===== src/rtl/core/wmsc_pkg.sv =====
// Shared constants and types for the window midpoint step counter.
`default_nettype none

package wmsc_pkg;

    localparam int SAMPLE_BITS = 16;
    localparam int SIM_W       = 7;
    localparam int RATIO_W     = 8;
    localparam int STEP_W      = 16;
    localparam int AXIS_W      = 2;

    localparam int S_FIELDS_W = 3 * SAMPLE_BITS + SIM_W;
    localparam int S_DATA_W   = ((S_FIELDS_W + 7) / 8) * 8;
    localparam int M_FIELDS_W = STEP_W + 1 + 1 + AXIS_W;
    localparam int M_DATA_W   = ((M_FIELDS_W + 7) / 8) * 8;

    localparam int SWING_W = SAMPLE_BITS + 1;
    localparam int MID10_W = SAMPLE_BITS + 4;
    localparam int PROD_W  = SAMPLE_BITS + RATIO_W + 1;
    localparam int CMP_W   = (PROD_W > MID10_W) ? PROD_W + 1 : MID10_W + 1;

    localparam int PADDR_W  = 3;
    localparam int PDATA_W  = 32;

    localparam logic REG_SIM_MIN    = 1'b0;
    localparam logic REG_RISE_RATIO = 1'b1;

    localparam logic [AXIS_W-1:0] AXIS_X = 2'd0;
    localparam logic [AXIS_W-1:0] AXIS_Y = 2'd1;
    localparam logic [AXIS_W-1:0] AXIS_Z = 2'd2;

    localparam logic [SIM_W-1:0]   SIM_MIN_RESET    = SIM_W'(90);
    localparam logic [RATIO_W-1:0] RISE_RATIO_RESET = RATIO_W'(11);
    localparam logic [STEP_W-1:0]  STEP_TOP         = {STEP_W{1'b1}};

    localparam logic signed [SAMPLE_BITS-1:0] SAMPLE_MAXV = {1'b0, {(SAMPLE_BITS-1){1'b1}}};
    localparam logic signed [SAMPLE_BITS-1:0] SAMPLE_MINV = {1'b1, {(SAMPLE_BITS-1){1'b0}}};

    typedef logic signed [SAMPLE_BITS-1:0] sample_t;

endpackage

`default_nettype wire


===== src/rtl/core/window_midpoint_step_counter_top.sv =====
// Top level of the window midpoint step counter.
`default_nettype none

// Takes one accelerometer sample beat per cycle and keeps per-axis max/min
// over the current window. The beat with tlast closes the window: the
// similarity score decides walking, the first walking window picks the axis
// with the largest swing and stores its midpoint, later walking windows count
// a step when 10 * midpoint exceeds rise_ratio_tenths * previous midpoint.
// One result beat per window end. An input beat reaches the result beat
// through an input register, then the tracking/decision logic into the
// result register. Sustained rate is one sample per cycle; the only stall is
// a window end meeting a full, untaken result register.
module window_midpoint_step_counter_top
    import wmsc_pkg::*;
(
    input  wire logic                clk,
    input  wire logic                rst_n,
    input  wire logic                s_axis_tvalid,
    output logic                     s_axis_tready,
    // sample_x, sample_y, sample_z, similarity, zero pad
    input  wire logic [S_DATA_W-1:0] s_axis_tdata,
    input  wire logic                s_axis_tlast,
    output logic                     m_axis_tvalid,
    input  wire logic                m_axis_tready,
    // step_count, step_counted, walking, dominant_axis, zero pad
    output logic [M_DATA_W-1:0]      m_axis_tdata,
    input  wire logic                psel,
    input  wire logic                penable,
    input  wire logic                pwrite,
    input  wire logic [PADDR_W-1:0]  paddr,
    input  wire logic [PDATA_W-1:0]  pwdata,
    output logic [PDATA_W-1:0]       prdata,
    output logic                     pready
);

    // configuration
    logic [SIM_W-1:0]   sim_min_reg;
    logic [RATIO_W-1:0] ratio_reg;
    logic               cfg_wr;

    assign pready = 1'b1;
    assign cfg_wr = psel && penable && pwrite;

    always_ff @(posedge clk or negedge rst_n)
    begin
        if (!rst_n)
        begin
            sim_min_reg <= SIM_MIN_RESET;
            ratio_reg   <= RISE_RATIO_RESET;
        end
        else if (cfg_wr)
        begin
            case (paddr[2])
                REG_SIM_MIN:    sim_min_reg <= pwdata[SIM_W-1:0];
                REG_RISE_RATIO: ratio_reg   <= pwdata[RATIO_W-1:0];
                default:        sim_min_reg <= sim_min_reg;
            endcase
        end
    end

    always_comb
    begin
        case (paddr[2])
            REG_SIM_MIN:    prdata = PDATA_W'(sim_min_reg);
            REG_RISE_RATIO: prdata = PDATA_W'(ratio_reg);
            default:        prdata = '0;
        endcase
    end

    // input register
    logic             in_valid_reg;
    sample_t          x_reg, y_reg, z_reg;
    logic [SIM_W-1:0] sim_reg;
    logic             last_reg;
    logic             proc;
    logic             out_valid_reg;

    assign proc          = in_valid_reg && (!last_reg || !out_valid_reg || m_axis_tready);
    assign s_axis_tready = !in_valid_reg || proc;

    always_ff @(posedge clk or negedge rst_n)
    begin
        if (!rst_n)
            in_valid_reg <= 1'b0;
        else if (s_axis_tready)
            in_valid_reg <= s_axis_tvalid;
    end

    always_ff @(posedge clk)
    begin
        if (s_axis_tready && s_axis_tvalid)
        begin
            x_reg    <= s_axis_tdata[SAMPLE_BITS-1:0];
            y_reg    <= s_axis_tdata[2*SAMPLE_BITS-1:SAMPLE_BITS];
            z_reg    <= s_axis_tdata[3*SAMPLE_BITS-1:2*SAMPLE_BITS];
            sim_reg  <= s_axis_tdata[3*SAMPLE_BITS+SIM_W-1:3*SAMPLE_BITS];
            last_reg <= s_axis_tlast;
        end
    end

    // extremes including the current sample
    sample_t max_x_reg, min_x_reg, max_y_reg, min_y_reg, max_z_reg, min_z_reg;
    sample_t max_x_next, min_x_next, max_y_next, min_y_next, max_z_next, min_z_next;

    assign max_x_next = (x_reg > max_x_reg) ? x_reg : max_x_reg;
    assign min_x_next = (x_reg < min_x_reg) ? x_reg : min_x_reg;
    assign max_y_next = (y_reg > max_y_reg) ? y_reg : max_y_reg;
    assign min_y_next = (y_reg < min_y_reg) ? y_reg : min_y_reg;
    assign max_z_next = (z_reg > max_z_reg) ? z_reg : max_z_reg;
    assign min_z_next = (z_reg < min_z_reg) ? z_reg : min_z_reg;

    always_ff @(posedge clk or negedge rst_n)
    begin
        if (!rst_n)
        begin
            max_x_reg <= SAMPLE_MINV;
            min_x_reg <= SAMPLE_MAXV;
            max_y_reg <= SAMPLE_MINV;
            min_y_reg <= SAMPLE_MAXV;
            max_z_reg <= SAMPLE_MINV;
            min_z_reg <= SAMPLE_MAXV;
        end
        else if (proc)
        begin
            if (last_reg)
            begin
                max_x_reg <= SAMPLE_MINV;
                min_x_reg <= SAMPLE_MAXV;
                max_y_reg <= SAMPLE_MINV;
                min_y_reg <= SAMPLE_MAXV;
                max_z_reg <= SAMPLE_MINV;
                min_z_reg <= SAMPLE_MAXV;
            end
            else
            begin
                max_x_reg <= max_x_next;
                min_x_reg <= min_x_next;
                max_y_reg <= max_y_next;
                min_y_reg <= min_y_next;
                max_z_reg <= max_z_next;
                min_z_reg <= min_z_next;
            end
        end
    end

    // window-end decision
    logic                      walking;
    logic signed [SWING_W-1:0] swing_x, swing_y, swing_z;
    logic [AXIS_W-1:0]         new_axis;
    logic [AXIS_W-1:0]         axis_sel;
    sample_t                   sel_max, sel_min;
    logic signed [SWING_W-1:0] mid_sum;
    sample_t                   mid;
    logic signed [MID10_W-1:0] mid10;
    logic signed [PROD_W-1:0]  prod;
    logic                      rise;

    logic [AXIS_W-1:0] axis_reg;
    sample_t           prev_mid_reg;
    logic              first_reg;
    logic [STEP_W-1:0] steps_reg;

    assign walking = sim_reg >= sim_min_reg;

    assign swing_x = SWING_W'(max_x_next) - SWING_W'(min_x_next);
    assign swing_y = SWING_W'(max_y_next) - SWING_W'(min_y_next);
    assign swing_z = SWING_W'(max_z_next) - SWING_W'(min_z_next);

    always_comb
    begin
        if (swing_x >= swing_y && swing_x >= swing_z)
            new_axis = AXIS_X;
        else if (swing_y >= swing_z)
            new_axis = AXIS_Y;
        else
            new_axis = AXIS_Z;
    end

    assign axis_sel = first_reg ? new_axis : axis_reg;

    always_comb
    begin
        case (axis_sel)
            AXIS_X:
            begin
                sel_max = max_x_next;
                sel_min = min_x_next;
            end
            AXIS_Y:
            begin
                sel_max = max_y_next;
                sel_min = min_y_next;
            end
            default:
            begin
                sel_max = max_z_next;
                sel_min = min_z_next;
            end
        endcase
    end

    // arithmetic shift of the sum floors toward minus infinity
    assign mid_sum = SWING_W'(sel_max) + SWING_W'(sel_min);
    assign mid     = mid_sum[SWING_W-1:1];
    assign mid10   = (MID10_W'(mid) <<< 3) + (MID10_W'(mid) <<< 1);
    assign prod    = prev_mid_reg * $signed({1'b0, ratio_reg});
    assign rise    = CMP_W'(mid10) > CMP_W'(prod);

    logic counted;
    assign counted = walking && !first_reg && rise;

    logic [STEP_W-1:0] steps_next;
    assign steps_next = (counted && steps_reg != STEP_TOP) ? steps_reg + STEP_W'(1) : steps_reg;

    always_ff @(posedge clk or negedge rst_n)
    begin
        if (!rst_n)
        begin
            axis_reg     <= AXIS_X;
            prev_mid_reg <= '0;
            first_reg    <= 1'b1;
            steps_reg    <= '0;
        end
        else if (proc && last_reg)
        begin
            if (!walking)
                first_reg <= 1'b1;
            else
            begin
                first_reg    <= 1'b0;
                axis_reg     <= axis_sel;
                prev_mid_reg <= mid;
                steps_reg    <= steps_next;
            end
        end
    end

    // result register
    logic [STEP_W-1:0] res_steps_reg;
    logic              res_counted_reg;
    logic              res_walking_reg;
    logic [AXIS_W-1:0] res_axis_reg;

    always_ff @(posedge clk or negedge rst_n)
    begin
        if (!rst_n)
            out_valid_reg <= 1'b0;
        else if (proc && last_reg)
            out_valid_reg <= 1'b1;
        else if (m_axis_tready)
            out_valid_reg <= 1'b0;
    end

    always_ff @(posedge clk)
    begin
        if (proc && last_reg)
        begin
            res_steps_reg   <= walking ? steps_next : steps_reg;
            res_counted_reg <= counted;
            res_walking_reg <= walking;
            res_axis_reg    <= walking ? axis_sel : axis_reg;
        end
    end

    assign m_axis_tvalid = out_valid_reg;
    assign m_axis_tdata  = M_DATA_W'({res_axis_reg, res_walking_reg, res_counted_reg,
                                      res_steps_reg});

endmodule

`default_nettype wire

===== config.mk =====
export PLATFORM = sky130hd
export DESIGN_NAME = window_midpoint_step_counter_top
export DESIGN_NICKNAME = d
export VERILOG_FILES = /design/src/rtl/core/wmsc_pkg.sv /design/src/rtl/core/window_midpoint_step_counter_top.sv
export SDC_FILE = /design/constraint.sdc
export NUM_CORES = 1
export LEC_CHECK = 0
export BUFFER_PORTS_ARGS = -buffer_cell sky130_fd_sc_hd__clkbuf_2
export CAP_MARGIN = 10
export CORE_MARGIN = 2
export CORE_UTILIZATION = 53
export CTS_BUF_LIST = sky130_fd_sc_hd__clkbuf_16
export DETAILED_ROUTE_END_ITERATION = 10
export GPL_TIMING_DRIVEN = 0
export PLACE_DENSITY = 0.71
export SLEW_MARGIN = 25
export SYNTH_ARGS = -nofsm -noshare
export SYNTH_HDL_FRONTEND = slang
export SYNTH_SLANG_ARGS = --single-unit
export TNS_END_PERCENT = 50

===== constraint.sdc =====
create_clock -name clk -period 40.9 [get_ports clk]
set_input_delay 8.18 -clock clk [delete_from_list [all_inputs] [get_ports clk]]
set_output_delay 8.18 -clock clk [all_outputs]
set_load 0.02 [all_outputs]

==> flow_summary.json <==
{
  "cts_root_buffer": "clkbuf_16",
  "dieArea_mm2": 0.0443,
  "clock-skew-final_ns": 0.0154,
  "grt_max_degree": 84,
  "synth_area_mm2": 0.0226,
  "final.period_utilization": 0.446,
  "cpPeakStageDelay_ns": 0.89,
  "criticalPathCategory": "reg2reg",
  "dp_hpwl_mm": 51.9,
  "yosys_warnings": 0,
  "tightest_slew_ns": 0.985,
  "drt_first_pass_iters": 5,
  "timing.slew.headroom": 0.326,
  "via_per_inst": 5.85,
  "status": "completed",
  "start_util": 0.537,
  "fin_nets": 3144,
  "cts_tree": "built",
  "numCtsBuffers": 28,
  "gp_congestion": 1.05,
  "gr-usage-all-layers": 0.289,
  "synthCells": 2484,
  "ioPinCount": 158,
  "report.final.slew_viol_count": 0,
  "overflow": 0,
  "synth_adder_area_share": 0.259,
  "maxCapViolations": 0,
  "synth_simple_gate_area_share": 0.132,
  "fmax_ghz": 0.0549,
  "layout_commonest_cell": "inv_1",
  "htree_levels": 1,
  "fill_cells": 3709,
  "synth-seq-cells": 224,
  "final_cell_mix": "350 x inv_1, 294 x ha_1, 210 x nand2_1, 174 x a21oi_1, 112 x nor2_1",
  "grt_antenna_before_repair": 0,
  "setup_tns_ns": 0,
  "hp-class": "reg2reg",
  "crit_arrival_ns": 18.55,
  "synth-edff-count": 76,
  "die-width_um": 210,
  "path_max_fanout": 10,
  "ys.flop_type": "dfrtp_1",
  "clk_pin_slew_worst_paths_ns": 0.06,
  "cp_data_required_time_ns": 41.22,
  "drtIter0Drc": 1423,
  "crit_slowest_cell": "nor3_1",
  "synth_compound_area_frac": 0.176,
  "coreArea_mm2": 0.0420,
  "avgSynthCellArea_um2": 9.09,
  "hold_violations": 0,
  "ant_nets": 0,
  "cpMostUsedCell": "a21oi_1",
  "setup_viol": 0,
  "timing.final.crit_period_ns": 18.23,
  "rsz0062_at_grt": "false",
  "synth_top_family_by_area": "adder cells",
  "wl_per_cell_um": 19.9,
  "diodes": 0,
  "io_buffers": 101,
  "drive_above_1_share": 0.107,
  "crit_family": "compound AO/OA/AOI/OAI gates",
  "drt-total-wl_mm": 63.8,
  "multi_input_area_mm2": 0.0148,
  "cts_resized": 0,
  "muxShareOfSynthArea": 0.0343,
  "drc": 0,
  "crit_buf_inv": 7,
  "synth_xor_xnor_area_share": 0.0500,
  "sequential_cell_area_mm2": 0.00606,
  "async_flop_share": 0.661,
  "ys_types": 87,
  "area_growth_pct": 9.84,
  "dr_total_vias": 18800,
  "rows": 75,
  "clock-sinks": 224,
  "cts_setup_buffers": 0,
  "synth_seq_area_share": 0.268,
  "end_kind": "flip-flop",
  "clk_latency_ns": 0.57,
  "postCtsHoldBufs": 0,
  "cp-start-kind": "flip-flop",
  "clock_path_buffers": 3,
  "grt_pass1_wl_mm": 100,
  "grt_pass1_vias": 18700,
  "die_h_um": 210
}
==> kinds of logic after synthesis <==
group | count (synthesis)
and+or+nand+nor | 601
other | 2
AOI/OAI and AO/OA | 597
adders and majority gates | 404
muxes | 75
xor gates and xnor gates | 128
buffers and inverters | 453
DFF | 224
==> per-layer routing <==
| metal | part of all wire | global-route usage | up-vias |
|---|---|---|---|
| met2 | 0.46 | 0.478 | 596 |
| met5 | 0 | 0 | - |
| met3 | 0.066 | 0.0471 | 135 |
| met4 | 0.037 | 0.102 | 0 |
| met1 | 0.43 | 0.386 | 9154 |
| li1 | - | - | 8875 |
==> layout make-up <==
cell class                      instances  share of cell area
Buffer                                104              0.0205
Clock inverter                         24             0.00726
Multi-Input combinational cell       1834               0.597
Sequential cell                       224               0.244
Inverter                              349              0.0528
Clock buffer                           28              0.0282
Tap cell                              539              0.0272
Timing Repair Buffer                  103              0.0226
==> per-stage QoR <==
step	hold slack (ns)	cell area, um2	setup slack, ns	std cells	utilization
2_1_floorplan	0.470	22700	23.88	2511	-
3_3_place_gp	0.492	23900	23.40	3151	0.568
3_5_place_dp	0.494	23900	23.26	3153	0.569
4_1_cts	0.506	24800	23.12	3205	0.590
5_1_grt	0.529	24800	21.64	3205	0.590
6_report	0.506	24800	22.67	3205	0.590
==> Yosys cell counts (all sizes together), types with 6 or more instances <==
cell,number,share of area
o21ai,94,0.021
ha,294,0.16
buf,36,0.011
and3,14,0.0039
a21o,66,0.022
nor2b,19,0.0053
a22oi,43,0.014
o211ai,7,0.0023
xor2,39,0.015
nor4,7,0.0019
nand2,210,0.035
dfrtp,92,0.10
edfxtp,76,0.10
clkbuf,68,0.011
o21a,34,0.011
and4,6,0.0023
nand2b,27,0.0075
a2111oi,6,0.0034
a21oi,175,0.039
and2,90,0.025
a211oi,16,0.0058
a31oi,12,0.0036
dfstp,56,0.065
or3,6,0.0017
fa,107,0.095
nand4,41,0.012
xnor2,89,0.035
nor2,112,0.019
o21bai,32,0.011
a22o,15,0.0058
a221oi,15,0.0058
o31ai,8,0.0041
mux2,19,0.0095
inv,348,0.058
nor3,16,0.0045
nand3,32,0.0073
mux2i,56,0.025
o22ai,33,0.0091
==> worst paths after layout <==
| kind | startpoint | to | slack [ns] | cells after the start |
|---|---|---|---|---|
| worst max-delay path | x_reg[10] | res_steps_reg[13] | 22.67 | 68 |
| worst min-delay path | sim_min_reg[2] | sim_min_reg[2] | 0.51 | 1 |
| worst max register to register | x_reg[10] | res_steps_reg[13] | 22.67 | 68 |
| worst min register to register | sim_min_reg[2] | sim_min_reg[2] | 0.51 | 1 |
| max in group asynchronous | rst_n | min_y_reg[11] | 32.40 | 2 |
| min in group asynchronous | rst_n | max_x_reg[3] | 7.62 | 1 |
Power is left out: the tool's default activity adds up to more than one toggle a clock period on the data nets, which glitch-free logic cannot reach.
